$ cat src/design/keyed_parent_table_macros.svh
// ----------------------------------------------------------------------------
// keyed_parent_table assertion macros
// Concurrent assertion wrappers, compiled out when ASSERT_OFF is defined.
// ----------------------------------------------------------------------------
`ifndef KEYED_PARENT_TABLE_MACROS_SVH
`define KEYED_PARENT_TABLE_MACROS_SVH

`ifndef ASSERT_OFF
// Check prop at every clock edge outside reset
`define KPT_ASSERT(lbl, clk, rst_n, prop, msg) \
    lbl: assert property (@(posedge clk) disable iff (!rst_n) prop) else $error(msg);
// Check prop at every clock edge, reset included
`define KPT_ASSERT_ALWAYS(lbl, clk, prop, msg) \
    lbl: assert property (@(posedge clk) prop) else $error(msg);
`else
`define KPT_ASSERT(lbl, clk, rst_n, prop, msg)
`define KPT_ASSERT_ALWAYS(lbl, clk, prop, msg)
`endif

`endif

$ cat src/design/kpt_pkg.sv
// ----------------------------------------------------------------------------
// kpt_pkg
// Shared constants, codes and control types of the keyed parent table.
// ----------------------------------------------------------------------------
package kpt_pkg;

    localparam int CAPACITY_DEF  = 32;
    localparam int KEY_WIDTH_DEF = 32;
    localparam int RESULT_MAX    = 32;

    localparam int KEY_BITS    = 32;
    localparam int INFO_BITS   = 32;
    localparam int LIMIT_BITS  = 6;
    localparam int STATUS_BITS = 3;
    localparam int REQ_BITS    = 2;

    localparam logic [LIMIT_BITS-1:0] LIMIT_RESET = 6'd32;

    localparam logic [REQ_BITS-1:0] REQ_INSERT        = 2'd0;
    localparam logic [REQ_BITS-1:0] REQ_DELETE        = 2'd1;
    localparam logic [REQ_BITS-1:0] REQ_SEARCH_KEY    = 2'd2;
    localparam logic [REQ_BITS-1:0] REQ_SEARCH_PARENT = 2'd3;

    localparam logic [STATUS_BITS-1:0] ST_OK       = 3'd0;
    localparam logic [STATUS_BITS-1:0] ST_FULL     = 3'd1;
    localparam logic [STATUS_BITS-1:0] ST_ZERO     = 3'd2;
    localparam logic [STATUS_BITS-1:0] ST_DUP      = 3'd3;
    localparam logic [STATUS_BITS-1:0] ST_NOPAR    = 3'd4;
    localparam logic [STATUS_BITS-1:0] ST_NOTFOUND = 3'd5;

    // controller to datapath
    typedef struct packed {
        logic load;       // capture a new item, rewind the scan
        logic restart;    // rewind the scan for the compaction pass
        logic run;        // advance the scan
        logic del_pass;   // scan rewrites entries (delete compaction)
        logic emit_final; // issue the closing result, commit the table
    } t_cmd;

    // datapath to controller
    typedef struct packed {
        logic scan_end;   // every entry read and evaluated
        logic del_hit;    // delete found its key
        logic out_free;   // output register can take a result
    } t_sts;

endpackage

$ cat src/design/kpt_req_if.sv
// ----------------------------------------------------------------------------
// kpt_req_if
// Request channel: valid/ready handshake with the request item.
// ----------------------------------------------------------------------------
interface kpt_req_if;
    logic                          valid;
    logic                          ready;
    logic [kpt_pkg::REQ_BITS-1:0]  req_type;
    logic [kpt_pkg::KEY_BITS-1:0]  key;
    logic [kpt_pkg::KEY_BITS-1:0]  parent_key;
    logic [kpt_pkg::INFO_BITS-1:0] info;

    modport source (output valid, req_type, key, parent_key, info, input ready);
    modport sink   (input valid, req_type, key, parent_key, info, output ready);
endinterface

$ cat src/design/kpt_rsp_if.sv
// ----------------------------------------------------------------------------
// kpt_rsp_if
// Result channel: valid/ready handshake with the result item.
// ----------------------------------------------------------------------------
interface kpt_rsp_if;
    logic                            valid;
    logic                            ready;
    logic [kpt_pkg::STATUS_BITS-1:0] status;
    logic [kpt_pkg::KEY_BITS-1:0]    out_key;
    logic [kpt_pkg::KEY_BITS-1:0]    out_parent;
    logic [kpt_pkg::INFO_BITS-1:0]   out_info;
    logic                            last;

    modport source (output valid, status, out_key, out_parent, out_info, last,
                    input ready);
    modport sink   (input valid, status, out_key, out_parent, out_info, last,
                    output ready);
endinterface

$ cat src/design/keyed_parent_table.sv
// ----------------------------------------------------------------------------
// keyed_parent_table
// Insertion-ordered keyed table with parent links, insert/delete/search.
// ----------------------------------------------------------------------------
// One request item is taken at a time; the request port is ready only while
// the sequencer is idle, but a finished result may still sit in the output
// register. Every request reads the stored entries one per cycle through the
// single read port of the entry memories, unless the scan is stalled. Insert,
// both searches and a delete that misses make one scan pass; a delete that hits
// runs a second, compaction pass over the memory. The closing result waits
// until the output register is free. A parent search also holds its scan
// whenever a further match arrives while the previous one cannot yet leave the
// output register. The memories need no clearing after reset: only slots below
// the entry count are ever read.
// ----------------------------------------------------------------------------
`include "keyed_parent_table_macros.svh"

module keyed_parent_table #(
    parameter int CAPACITY  = kpt_pkg::CAPACITY_DEF,
    parameter int KEY_WIDTH = kpt_pkg::KEY_WIDTH_DEF
) (
    input  logic                           i_clk,
    input  logic                           i_rst_n,
    input  logic                           i_cfg_we,
    input  logic [kpt_pkg::LIMIT_BITS-1:0] i_cfg_data,
    kpt_req_if.sink                        i_req,
    kpt_rsp_if.source                      o_rsp
);
    import kpt_pkg::*;

    logic [LIMIT_BITS-1:0] r_entry_limit;
    t_cmd                  cmd;
    t_sts                  sts;
    logic                  req_ready;

    // entry limit register; the user must write it only while idle, the block does not enforce this
    always_ff @(posedge i_clk) begin
        if (!i_rst_n) begin
            r_entry_limit <= LIMIT_RESET;
        end else if (i_cfg_we) begin
            r_entry_limit <= i_cfg_data;
        end
    end

    assign i_req.ready = req_ready;

    kpt_ctrl u_ctrl (
        .i_clk   (i_clk),
        .i_rst_n (i_rst_n),
        .i_valid (i_req.valid),
        .o_ready (req_ready),
        .i_sts   (sts),
        .o_cmd   (cmd)
    );

    kpt_dpath #(
        .CAPACITY  (CAPACITY),
        .KEY_WIDTH (KEY_WIDTH)
    ) u_dpath (
        .i_clk         (i_clk),
        .i_rst_n       (i_rst_n),
        .i_cmd         (cmd),
        .o_sts         (sts),
        .i_entry_limit (r_entry_limit),
        .i_req_type    (i_req.req_type),
        .i_key         (i_req.key),
        .i_parent_key  (i_req.parent_key),
        .i_info        (i_req.info),
        .o_rsp         (o_rsp)
    );

    // the closing result may only be issued into a free output register
    `KPT_ASSERT(a_final_free, i_clk, i_rst_n, cmd.emit_final |-> sts.out_free, "final result into busy output")
    // an accepted item keeps the request port closed the next cycle
    `KPT_ASSERT(a_busy_after_accept, i_clk, i_rst_n, (i_req.valid && i_req.ready) |=> !i_req.ready, "ready after accept")
    // the compaction pass starts only for a delete that found its key
    `KPT_ASSERT(a_restart_hit, i_clk, i_rst_n, cmd.restart |-> (sts.del_hit && sts.scan_end), "compaction without hit")
    // load and the closing result never coincide
    `KPT_ASSERT_ALWAYS(a_load_final, i_clk, !(cmd.load && cmd.emit_final), "load with final result")

endmodule

$ cat src/design/kpt_ctrl.sv
// ----------------------------------------------------------------------------
// kpt_ctrl
// Sequencer: scan pass, optional compaction pass, closing result.
// ----------------------------------------------------------------------------
module kpt_ctrl (
    input  logic          i_clk,
    input  logic          i_rst_n,
    input  logic          i_valid,
    output logic          o_ready,
    input  kpt_pkg::t_sts i_sts,
    output kpt_pkg::t_cmd o_cmd
);
    import kpt_pkg::*;

    localparam logic [1:0] S_IDLE = 2'd0;
    localparam logic [1:0] S_SCAN = 2'd1;
    localparam logic [1:0] S_DEL  = 2'd2;
    localparam logic [1:0] S_FIN  = 2'd3;

    logic [1:0] r_state;
    logic [1:0] n_state;

    assign o_ready = (r_state == S_IDLE);

    always_comb begin
        n_state = r_state;
        o_cmd   = '0;
        unique case (r_state)
            S_IDLE: begin
                if (i_valid) begin
                    o_cmd.load = 1'b1;
                    n_state    = S_SCAN;
                end
            end
            S_SCAN: begin
                o_cmd.run = 1'b1;
                if (i_sts.scan_end) begin
                    if (i_sts.del_hit) begin
                        o_cmd.restart = 1'b1;
                        n_state       = S_DEL;
                    end else begin
                        n_state = S_FIN;
                    end
                end
            end
            S_DEL: begin
                o_cmd.run      = 1'b1;
                o_cmd.del_pass = 1'b1;
                if (i_sts.scan_end) begin
                    n_state = S_FIN;
                end
            end
            S_FIN: begin
                if (i_sts.out_free) begin
                    o_cmd.emit_final = 1'b1;
                    n_state          = S_IDLE;
                end
            end
            default: n_state = S_IDLE;
        endcase
    end

    always_ff @(posedge i_clk) begin
        if (!i_rst_n) begin
            r_state <= S_IDLE;
        end else begin
            r_state <= n_state;
        end
    end

endmodule

$ cat src/design/kpt_dpath.sv
// ----------------------------------------------------------------------------
// kpt_dpath
// Entry memories, scan pipeline, match logic and the output register.
// ----------------------------------------------------------------------------
module kpt_dpath #(
    parameter int CAPACITY  = kpt_pkg::CAPACITY_DEF,
    parameter int KEY_WIDTH = kpt_pkg::KEY_WIDTH_DEF
) (
    input  logic                            i_clk,
    input  logic                            i_rst_n,
    input  kpt_pkg::t_cmd                   i_cmd,
    output kpt_pkg::t_sts                   o_sts,
    input  logic [kpt_pkg::LIMIT_BITS-1:0]  i_entry_limit,
    input  logic [kpt_pkg::REQ_BITS-1:0]    i_req_type,
    input  logic [kpt_pkg::KEY_BITS-1:0]    i_key,
    input  logic [kpt_pkg::KEY_BITS-1:0]    i_parent_key,
    input  logic [kpt_pkg::INFO_BITS-1:0]   i_info,
    kpt_rsp_if.source                       o_rsp
);
    import kpt_pkg::*;

    localparam int AW = $clog2(CAPACITY);
    localparam int CW = $clog2(CAPACITY + 1);
    localparam int KW = (KEY_WIDTH < KEY_BITS) ? KEY_WIDTH : KEY_BITS;
    localparam int MW = $clog2(RESULT_MAX + 1);
    localparam int LW = (CW > LIMIT_BITS) ? CW : LIMIT_BITS;

    logic [KW-1:0]        mem_key  [CAPACITY];
    logic [KW-1:0]        mem_par  [CAPACITY];
    logic [INFO_BITS-1:0] mem_info [CAPACITY];

    logic [REQ_BITS-1:0]    r_req;
    logic [KW-1:0]          r_key;
    logic [KW-1:0]          r_par;
    logic [INFO_BITS-1:0]   r_info;
    logic [CW-1:0]          r_count;
    logic [CW-1:0]          r_ptr;
    logic                   r_rd_vld;
    logic [AW-1:0]          r_rd_idx;
    logic [KW-1:0]          r_rd_key;
    logic [KW-1:0]          r_rd_par;
    logic [INFO_BITS-1:0]   r_rd_info;
    logic                   r_hit;
    logic [AW-1:0]          r_pos;
    logic                   r_par_seen;
    logic                   r_pend_vld;
    logic [KW-1:0]          r_pend_key;
    logic [KW-1:0]          r_pend_par;
    logic [INFO_BITS-1:0]   r_pend_info;
    logic [MW-1:0]          r_nmatch;

    logic                   r_o_vld;
    logic [STATUS_BITS-1:0] r_o_status;
    logic [KEY_BITS-1:0]    r_o_key;
    logic [KEY_BITS-1:0]    r_o_par;
    logic [INFO_BITS-1:0]   r_o_info;
    logic                   r_o_last;

    logic                   out_free;
    logic                   key_zero;
    logic                   key_eq;
    logic                   take;
    logic                   stall;
    logic                   adv;
    logic                   eval;
    logic                   issue;
    logic                   push_mid;
    logic                   full;
    logic [STATUS_BITS-1:0] fin_status;
    logic                   fin_entry;
    logic                   wr_en;
    logic [AW-1:0]          wr_addr;
    logic [KW-1:0]          wr_key;
    logic [KW-1:0]          wr_par;
    logic [INFO_BITS-1:0]   wr_info;
    logic                   ins_wr;

    assign out_free = !r_o_vld || o_rsp.ready;
    assign key_zero = (r_key == '0);
    assign key_eq   = (r_rd_key == r_key);
    assign take     = (r_req == REQ_SEARCH_PARENT) && (r_rd_par == r_par)
                      && (r_nmatch < MW'(RESULT_MAX));
    // hold the scan while a new match arrives and the held match cannot leave
    assign stall    = r_rd_vld && take && r_pend_vld && !out_free && !i_cmd.del_pass;
    assign adv      = i_cmd.run && !stall;
    assign eval     = adv && r_rd_vld;
    assign issue    = adv && (r_ptr != r_count);
    assign push_mid = eval && !i_cmd.del_pass && take && r_pend_vld;
    assign full     = (LW'(r_count) >= LW'(i_entry_limit)) || (r_count == CW'(CAPACITY));

    always_comb begin
        fin_status = ST_OK;
        fin_entry  = 1'b0;
        unique case (r_req)
            REQ_INSERT: begin
                priority if (key_zero)                  fin_status = ST_ZERO;
                else if (full)                          fin_status = ST_FULL;
                else if (r_hit)                         fin_status = ST_DUP;
                else if (r_par != '0 && !r_par_seen)    fin_status = ST_NOPAR;
                else                                    fin_status = ST_OK;
            end
            REQ_DELETE: begin
                fin_status = (key_zero || !r_hit) ? ST_NOTFOUND : ST_OK;
            end
            REQ_SEARCH_KEY: begin
                fin_status = (key_zero || !r_hit) ? ST_NOTFOUND : ST_OK;
                fin_entry  = !key_zero && r_hit;
            end
            REQ_SEARCH_PARENT: begin
                fin_status = r_pend_vld ? ST_OK : ST_NOTFOUND;
                fin_entry  = r_pend_vld;
            end
            default: fin_status = ST_NOTFOUND;
        endcase
    end

    assign ins_wr = i_cmd.emit_final && (r_req == REQ_INSERT) && (fin_status == ST_OK);

    // memory write: insert appends; compaction rewrites below the deleted slot, shifts down above it
    always_comb begin
        wr_en   = 1'b0;
        wr_addr = r_rd_idx;
        wr_key  = r_rd_key;
        wr_par  = (r_rd_par == r_key) ? '0 : r_rd_par;
        wr_info = r_rd_info;
        if (ins_wr) begin
            wr_en   = 1'b1;
            wr_addr = r_count[AW-1:0];
            wr_key  = r_key;
            wr_par  = r_par;
            wr_info = r_info;
        end else if (eval && i_cmd.del_pass && (r_rd_idx != r_pos)) begin
            wr_en   = 1'b1;
            wr_addr = (r_rd_idx > r_pos) ? r_rd_idx - AW'(1) : r_rd_idx;
        end
    end

    always_ff @(posedge i_clk) begin
        if (wr_en) begin
            mem_key[wr_addr]  <= wr_key;
            mem_par[wr_addr]  <= wr_par;
            mem_info[wr_addr] <= wr_info;
        end
        if (issue && !i_cmd.load && !i_cmd.restart) begin
            r_rd_key  <= mem_key[r_ptr[AW-1:0]];
            r_rd_par  <= mem_par[r_ptr[AW-1:0]];
            r_rd_info <= mem_info[r_ptr[AW-1:0]];
        end
    end

    always_ff @(posedge i_clk) begin
        if (!i_rst_n) begin
            r_count    <= '0;
            r_ptr      <= '0;
            r_rd_vld   <= 1'b0;
            r_hit      <= 1'b0;
            r_par_seen <= 1'b0;
            r_pend_vld <= 1'b0;
            r_nmatch   <= '0;
        end else if (i_cmd.load) begin
            r_req      <= i_req_type;
            r_key      <= i_key[KW-1:0];
            r_par      <= i_parent_key[KW-1:0];
            r_info     <= i_info;
            r_ptr      <= '0;
            r_rd_vld   <= 1'b0;
            r_hit      <= 1'b0;
            r_par_seen <= 1'b0;
            r_pend_vld <= 1'b0;
            r_nmatch   <= '0;
        end else if (i_cmd.restart) begin
            r_ptr    <= '0;
            r_rd_vld <= 1'b0;
        end else begin
            if (adv) begin
                r_rd_vld <= issue;
                if (issue) begin
                    r_ptr    <= r_ptr + CW'(1);
                    r_rd_idx <= r_ptr[AW-1:0];
                end
            end
            if (eval && !i_cmd.del_pass) begin
                if (key_eq && !r_hit) begin
                    r_hit <= 1'b1;
                    r_pos <= r_rd_idx;
                    if (r_req == REQ_SEARCH_KEY) begin
                        r_pend_key  <= r_rd_key;
                        r_pend_par  <= r_rd_par;
                        r_pend_info <= r_rd_info;
                    end
                end
                if (r_rd_key == r_par) begin
                    r_par_seen <= 1'b1;
                end
                if (take) begin
                    r_pend_vld  <= 1'b1;
                    r_pend_key  <= r_rd_key;
                    r_pend_par  <= r_rd_par;
                    r_pend_info <= r_rd_info;
                    r_nmatch    <= r_nmatch + MW'(1);
                end
            end
            if (ins_wr) begin
                r_count <= r_count + CW'(1);
            end else if (i_cmd.emit_final && (r_req == REQ_DELETE)
                         && (fin_status == ST_OK)) begin
                r_count <= r_count - CW'(1);
            end
        end
    end

    always_ff @(posedge i_clk) begin
        if (!i_rst_n) begin
            r_o_vld <= 1'b0;
        end else if (push_mid) begin
            r_o_vld    <= 1'b1;
            r_o_status <= ST_OK;
            r_o_key    <= KEY_BITS'(r_pend_key);
            r_o_par    <= KEY_BITS'(r_pend_par);
            r_o_info   <= r_pend_info;
            r_o_last   <= 1'b0;
        end else if (i_cmd.emit_final) begin
            r_o_vld    <= 1'b1;
            r_o_status <= fin_status;
            r_o_key    <= fin_entry ? KEY_BITS'(r_pend_key) : '0;
            r_o_par    <= fin_entry ? KEY_BITS'(r_pend_par) : '0;
            r_o_info   <= fin_entry ? r_pend_info : '0;
            r_o_last   <= 1'b1;
        end else if (o_rsp.ready) begin
            r_o_vld <= 1'b0;
        end
    end

    assign o_rsp.valid      = r_o_vld;
    assign o_rsp.status     = r_o_status;
    assign o_rsp.out_key    = r_o_key;
    assign o_rsp.out_parent = r_o_par;
    assign o_rsp.out_info   = r_o_info;
    assign o_rsp.last       = r_o_last;

    assign o_sts.scan_end = (r_ptr == r_count) && !r_rd_vld;
    assign o_sts.del_hit  = (r_req == REQ_DELETE) && r_hit && !key_zero;
    assign o_sts.out_free = out_free;

endmodule
$ cat src/flat_wrapper.sv
// flat-port wrapper written by rule: the top's interface ports become plain ports
module keyed_parent_table_flat import kpt_pkg::*;
#(
    parameter int CAPACITY  = kpt_pkg::CAPACITY_DEF,
    parameter int KEY_WIDTH = kpt_pkg::KEY_WIDTH_DEF
)
  (i_clk, i_rst_n, i_cfg_we, i_cfg_data, i_req_valid, i_req_req_type, i_req_key, i_req_parent_key, i_req_info, i_req_ready, o_rsp_valid, o_rsp_status, o_rsp_out_key, o_rsp_out_parent, o_rsp_out_info, o_rsp_last, o_rsp_ready);
  kpt_req_if i_req_i ();
  kpt_rsp_if o_rsp_i ();
  input  logic i_clk;
  input  logic i_rst_n;
  input  logic i_cfg_we;
  input  logic [kpt_pkg::LIMIT_BITS-1:0] i_cfg_data;
  input wire logic [$bits(i_req_i.valid)-1:0] i_req_valid;
  input wire logic [$bits(i_req_i.req_type)-1:0] i_req_req_type;
  input wire logic [$bits(i_req_i.key)-1:0] i_req_key;
  input wire logic [$bits(i_req_i.parent_key)-1:0] i_req_parent_key;
  input wire logic [$bits(i_req_i.info)-1:0] i_req_info;
  output wire logic [$bits(i_req_i.ready)-1:0] i_req_ready;
  output wire logic [$bits(o_rsp_i.valid)-1:0] o_rsp_valid;
  output wire logic [$bits(o_rsp_i.status)-1:0] o_rsp_status;
  output wire logic [$bits(o_rsp_i.out_key)-1:0] o_rsp_out_key;
  output wire logic [$bits(o_rsp_i.out_parent)-1:0] o_rsp_out_parent;
  output wire logic [$bits(o_rsp_i.out_info)-1:0] o_rsp_out_info;
  output wire logic [$bits(o_rsp_i.last)-1:0] o_rsp_last;
  input wire logic [$bits(o_rsp_i.ready)-1:0] o_rsp_ready;
  assign i_req_i.valid = i_req_valid;
  assign i_req_i.req_type = i_req_req_type;
  assign i_req_i.key = i_req_key;
  assign i_req_i.parent_key = i_req_parent_key;
  assign i_req_i.info = i_req_info;
  assign i_req_ready = i_req_i.ready;
  assign o_rsp_valid = o_rsp_i.valid;
  assign o_rsp_status = o_rsp_i.status;
  assign o_rsp_out_key = o_rsp_i.out_key;
  assign o_rsp_out_parent = o_rsp_i.out_parent;
  assign o_rsp_out_info = o_rsp_i.out_info;
  assign o_rsp_last = o_rsp_i.last;
  assign o_rsp_i.ready = o_rsp_ready;
  keyed_parent_table #(.CAPACITY(CAPACITY), .KEY_WIDTH(KEY_WIDTH)) u_core (.i_clk(i_clk), .i_rst_n(i_rst_n), .i_cfg_we(i_cfg_we), .i_cfg_data(i_cfg_data), .i_req(i_req_i), .o_rsp(o_rsp_i));
endmodule
$ cat config.mk
export PLATFORM = sky130hd
export DESIGN_NAME = keyed_parent_table_flat
export DESIGN_NICKNAME = d
export VERILOG_FILES = /design/src/design/kpt_pkg.sv /design/src/design/kpt_req_if.sv /design/src/design/kpt_rsp_if.sv /design/src/design/keyed_parent_table.sv /design/src/design/kpt_ctrl.sv /design/src/design/kpt_dpath.sv /design/src/flat_wrapper.sv
export VERILOG_INCLUDE_DIRS = /design/src /design/src/design
export SDC_FILE = /design/constraint.sdc
export NUM_CORES = 2
export LEC_CHECK = 0
export ABC_AREA = 1
export BUFFER_PORTS_ARGS = -buffer_cell sky130_fd_sc_hd__buf_2
export CAP_MARGIN = 20
export CORE_UTILIZATION = 25
export CTS_BUF_LIST = sky130_fd_sc_hd__clkbuf_2
export DETAILED_ROUTE_END_ITERATION = 12
export GPL_TIMING_DRIVEN = 0
export PLACE_DENSITY_LB_ADDON = 0.12
export SLEW_MARGIN = 20
export SYNTH_ARGS = -nofsm -noshare
export SYNTH_HDL_FRONTEND = slang
export SYNTH_HIERARCHICAL = 1
export SYNTH_SLANG_ARGS = --single-unit
$ cat constraint.sdc
create_clock -name i_clk -period 19.1 [get_ports i_clk]
set_input_delay 3.82 -clock i_clk [delete_from_list [all_inputs] [get_ports i_clk]]
set_output_delay 3.82 -clock i_clk [all_outputs]
set_load 0.05 [all_outputs]
==> impl.org <==
** STA
- The final count of hold timing violations is 0.
- F_max :: 136 MHz
- In the final timing run, aggregate negative setup slack is 0 ns.
- The smallest clock period supported by the final layout is computed as approximately 7.4 ns.
- Final worst setup slack :: between 10 and 15 ns
- Slew HR :: 0.0783
- At the pin with the least slew margin, the transition time is ~1.4 ns.
- The clock arrives with approximately 0.24 ns of skew.
- Setup violations remaining at the end of the flow were counted as 0.
- Unrepaired setup endpoints after global routing :: no
- Final Cycle Share :: 0.386
- The number of max-slew violations in the final report was 0.

** Logic synthesis
- In the synthesized netlist the dominant register cell turns out to be sky130_fd_sc_hd__edfxtp_1.
- Synth Instances :: approximately 10000
- EDFF count, synth :: 3472
- Synthesis produced a netlist with a net count of around 10000.
- Counting flops with an async set or reset pin after synthesis yields a share of 0.
- For this run, the number of Yosys warnings is 6.
- Average cell area after synthesis :: 13.5 um2
- Yosys mapped the design onto 47 distinct sky130hd cell types.
- Syn Std Cell Area :: 0.137 mm2
- The share of synthesized area in the top cell type comes to 0.763.
- Counting flops and latches in the post-synthesis netlist gives around 3500.
- Cell taking the most area after synthesis :: sky130_fd_sc_hd__edfxtp_1
- Post-synthesis sequential area ratio :: 0.767
- Yosys attributes the largest share of cell area to sky130_fd_sc_hd__edfxtp_1 76%, sky130_fd_sc_hd__o21ai_0 6.2%, sky130_fd_sc_hd__nor2_1 5.2%.

** Status
- Status :: complete, no violations

** Global route
- In the global route stage, met2 resource usage came out at 0.370.
- The first global-routing pass estimated roughly 890000 um of wire.
- Vias in the first global route :: around 97000
- In the global route stage, met3 resource usage came out at 0.0500.
- For this run, global-route usage on met1 was measured as 0.323.
- Maximum number of pins on one net before global-route repair :: 78
- Global-route usage over all layers :: 0.240
- After global routing, the most crowded layer is met2.
- The number of antenna violations at the first check in global routing came to between 90 and 100.
- Global routing finished with a remaining overflow of 0.

** Worst setup path
- Buffers and inverters on the worst path :: 1
- Top fanout value on the critical path :: 1
- The startpoint identified for the worst register-to-register timing path is u_core/u_dpath/r_ptr[0].
- The number of cells on the worst reg-to-reg path is 18.
- Worst EP arrival :: ~3.6 ns
- Worst endpoint required time :: approximately 15 ns
- The critical path goes through buf_2.
- Grouping stages by cell kind, the critical path spends the most delay in flip-flops.
- Total stage count of the critical path :: 1
- Largest stage delay, worst path :: 0.66 ns
- The endpoint identified for the worst register-to-register timing path is u_core/u_dpath/r_pend_par[12].
- The setup check on the worst reg-to-reg path leaves a slack of around 13 ns.
- Startpoint of the most critical setup path :: u_core/u_dpath/o_rsp.out_info[28]
- Setup crit end :: o_rsp_out_info[28]
- The worst setup path is captured at a primary output.
- For this design, the slowest cell found on the critical path is sky130_fd_sc_hd__edfxtp_1.
- The worst setup path is launched from a flop.
- Kind of critical path :: reg2out

** Placement
- Cell area after placement :: between 0.15 and 0.2 mm2
- Summed over all nets, the half-perimeter wirelength after detailed placement is about 500000 um.
- Number of cells in the design after placement :: about 18000
- RD Place Congestion :: between 0.8 and 0.9
- Input/output buffers :: 210
- Pre-CTS setup slack :: ~11 ns

** Floorplan
- Floorplan row count :: 271
- The initial utilization of the core area, before any placement, comes to 0.251.
- The floorplan step defined a die boundary enclosing 0.550 mm2.
- Die height :: ~740 um
- From left edge to right edge, the die measures between 700 and 800 um.
- After floorplanning, the core was sized to cover ~0.54 mm2.
- I/O pin count :: around 210

** Power and ir drop
- Of the total power, the share spent switching nets is 0.323.
- The share of total power dissipated in the clock network is 0.323.
- The share of total power dissipated in sequential elements is 0.526.
- Worst IR drop on VDD :: between 0.05 and 0.06 mV
- Of the total power, combinational logic draws 0.152.
- Internal Power :: roughly 11 mW
- Switching power total :: around 5.4 mW
- In this run the static leakage power is roughly 55 nW.
- For this design the ratio of total power to cell area is ~100 mW/mm2.

** Clock tree
- Number of cells upsized or downsized after cts :: 0
- For this design, the CTS-stage hold fixing added 0 buffers.
- Clk buf depth :: 4
- Number of buffers created by CTS :: approximately 900
- The tree is rooted in a sky130_fd_sc_hd__clkbuf_2.
- Total clock sinks :: between 3000 and 4000
- The clock tree synthesis step divided the H-tree into 6 levels.
- Clock slew seen by the registers of the worst setup and hold paths :: ~0.10 ns
- Worst skew pair latency :: between 2 and 3 ns
- TritonCTS clock tree :: built
- Post-CTS timing repair inserted 0 buffers for setup.

** Detailed routing
- After detailed routing, the number of remaining DRC violations is 0.
- The detail route stage leaves a number of antenna-violating nets equal to 0.
- Routed wire per std cell :: 35.0 um
- Via Count :: 102000
- After detailed routing, the total wire length is between 600000 and 700000 um.
- After detailed routing, the number of vias per cell comes to 5.18.
- Router iterations before antenna repair :: 6
- Violation count after the first detailed-routing iteration :: roughly 14000

** Layout
- Area growth, synth to finish :: 20.9%
- Number of fill cells :: 55300
- Multi-input gate area :: approximately 0.03 mm2
- Summing all flip-flop and latch instances after layout gives 0.105 mm2.
- Final instance area :: ~0.17 mm2
- Proportion of layout cells with a drive suffix above 1 :: 0.192
- After the last flow step, the layout net total stands at about 12000.
- The finished layout holds 19600 standard cells, fillers aside.

** Job
- Number of maximum-capacitance violations :: 0

** Worst hold path
- In this run the worst hold path is classified as reg2reg.
- Count of cells along the worst hold path :: 0
synth_stat cells, types with 3 or more instances:
cell type	instances
sky130_fd_sc_hd__a211oi_1	31
sky130_fd_sc_hd__a21boi_0	4
sky130_fd_sc_hd__a21oi_1	86
sky130_fd_sc_hd__a221oi_1	23
sky130_fd_sc_hd__a31oi_1	64
sky130_fd_sc_hd__a32oi_1	19
sky130_fd_sc_hd__a41oi_1	11
sky130_fd_sc_hd__buf_1	31
sky130_fd_sc_hd__buf_2	70
sky130_fd_sc_hd__buf_4	3
sky130_fd_sc_hd__buf_6	3
sky130_fd_sc_hd__clkbuf_1	571
sky130_fd_sc_hd__clkinv_1	4
sky130_fd_sc_hd__dfxtp_1	31
sky130_fd_sc_hd__edfxtp_1	3472
sky130_fd_sc_hd__ha_1	26
sky130_fd_sc_hd__inv_1	272
sky130_fd_sc_hd__inv_2	4
sky130_fd_sc_hd__nand2_1	609
sky130_fd_sc_hd__nand3_1	189
sky130_fd_sc_hd__nand3_2	5
sky130_fd_sc_hd__nand3b_1	3
sky130_fd_sc_hd__nand4_1	56
sky130_fd_sc_hd__nor2_1	1896
sky130_fd_sc_hd__nor3_1	42
sky130_fd_sc_hd__nor3b_1	4
sky130_fd_sc_hd__nor4_1	19
sky130_fd_sc_hd__o2111ai_1	7
sky130_fd_sc_hd__o211ai_1	27
sky130_fd_sc_hd__o21ai_0	1693
sky130_fd_sc_hd__o21ai_1	5
sky130_fd_sc_hd__o21ai_2	6
sky130_fd_sc_hd__o221ai_1	230
sky130_fd_sc_hd__o22ai_1	552
sky130_fd_sc_hd__or2_2	6
sky130_fd_sc_hd__xnor2_1	40
sky130_fd_sc_hd__xor2_1	38
power by group through the flow:
stage               Sequential (mW)  Clock (mW)  Combinational [mW]
floorplan                      8.89           0               0.970
global placement               8.98           0                2.26
detailed placement             8.91           0                2.46
CTS                            8.73        5.52                2.47
global route                   8.74        5.85                2.58
finish                         8.74        5.36                2.52
through the flow:
step	total power, mW	hold WS [ns]	util
after floorplan	9.86	0.427	-
after global placement	11.2	0.433	0.270
after detailed placement	11.4	0.436	0.288
after CTS	16.7	0.387	0.303
after global routing	17.2	0.445	0.303
final	16.6	0.428	0.304
how the worst min path moves through the flow:
stage | from | end
after floorplan | u_core/u_dpath/r_rd_info[0] | u_core/u_dpath/r_pend_info[0]
after global placement | u_core/u_dpath/r_rd_info[10] | u_core/u_dpath/r_pend_info[10]
after detailed placement | u_core/u_dpath/r_rd_info[10] | u_core/u_dpath/r_pend_info[10]
after CTS | u_core/u_dpath/r_pend_par[27] | u_core/u_dpath/o_rsp.out_parent[27]
after global routing | u_core/u_dpath/r_rd_info[18] | u_core/u_dpath/r_pend_info[18]
final | u_core/u_dpath/r_rd_info[28] | u_core/u_dpath/r_pend_info[28]
cells by family after synthesis:
| logic type | count (synthesis) | synth area share |
|---|---|---|
| fa+ha+maj | 27 | 0.00253 |
| compound gates | 2762 | 0.116 |
| flops | 3503 | 0.767 |
| simple gates | 2836 | 0.0821 |
| xor+xnor | 78 | 0.00500 |
| buf+inv | 958 | 0.0272 |
per-layer routing:
layer | vias to the layer above | routed length [um]
li1 | 41700 | -
met5 | - | 175
met1 | 52600 | 283000
met2 | 6205 | 306000
met3 | 1219 | 64000
met4 | 26 | 34500
final cells by class:
type | instances | share of cell area
flip-flops and latches | 3503 | 0.634
multi-input cells | 5703 | 0.177
repair buffers | 598 | 0.0605
well taps | 7234 | 0.0547
clock buffers | 1324 | 0.0401
plain buffers | 678 | 0.0171
clock inverters | 264 | 0.00956
inverters | 280 | 0.00640
diodes | 59 | 0.000893
registers in the layout, indices dropped and copies added, names as in the netlist, 5 cells and up:
register,cells
u_core/r_entry_limit,6
u_core/u_dpath/mem_info,1024
u_core/u_dpath/mem_key,1024
u_core/u_dpath/mem_par,1024
u_core/u_dpath/o_rsp.out_info,32
u_core/u_dpath/o_rsp.out_key,32
u_core/u_dpath/o_rsp.out_parent,32
u_core/u_dpath/r_count,6
u_core/u_dpath/r_info,32
u_core/u_dpath/r_key,32
u_core/u_dpath/r_nmatch,6
u_core/u_dpath/r_par,32
u_core/u_dpath/r_pend_info,32
u_core/u_dpath/r_pend_key,32
u_core/u_dpath/r_pend_par,32
u_core/u_dpath/r_pos,5
u_core/u_dpath/r_ptr,6
u_core/u_dpath/r_rd_idx,5
u_core/u_dpath/r_rd_info,32
u_core/u_dpath/r_rd_key,32
u_core/u_dpath/r_rd_par,32
placed cells by master (no fill, tap or decap), types with 11 or more instances in the layout:
cell type / n
sky130_fd_sc_hd__clkinv_1: 180
sky130_fd_sc_hd__xor2_1: 38
sky130_fd_sc_hd__clkinv_4: 11
sky130_fd_sc_hd__a211oi_1: 22
sky130_fd_sc_hd__a31oi_1: 59
sky130_fd_sc_hd__bufinv_16: 15
sky130_fd_sc_hd__o22ai_1: 552
sky130_fd_sc_hd__o221ai_1: 230
sky130_fd_sc_hd__buf_16: 172
sky130_fd_sc_hd__inv_2: 12
sky130_fd_sc_hd__clkbuf_2: 1415
sky130_fd_sc_hd__nand2_1: 566
sky130_fd_sc_hd__buf_1: 22
sky130_fd_sc_hd__nor3_1: 42
sky130_fd_sc_hd__diode_2: 59
sky130_fd_sc_hd__dfxtp_1: 31
sky130_fd_sc_hd__xnor2_1: 40
sky130_fd_sc_hd__nor4_1: 19
sky130_fd_sc_hd__inv_1: 271
sky130_fd_sc_hd__ha_1: 26
sky130_fd_sc_hd__clkinv_2: 34
sky130_fd_sc_hd__a221oi_1: 23
sky130_fd_sc_hd__o21ai_4: 53
sky130_fd_sc_hd__buf_12: 201
sky130_fd_sc_hd__a32oi_1: 19
sky130_fd_sc_hd__o211ai_1: 27
sky130_fd_sc_hd__nand2_2: 43
sky130_fd_sc_hd__o21ai_0: 1640
sky130_fd_sc_hd__clkbuf_1: 476
sky130_fd_sc_hd__buf_8: 11
sky130_fd_sc_hd__nand4_1: 56
sky130_fd_sc_hd__edfxtp_1: 3472
sky130_fd_sc_hd__nor2_1: 1863
sky130_fd_sc_hd__buf_4: 11
sky130_fd_sc_hd__nor2_4: 35
sky130_fd_sc_hd__a21oi_1: 85
sky130_fd_sc_hd__buf_2: 284
sky130_fd_sc_hd__nand3_1: 189
Note: power is estimated with default switching activity, not from simulation.
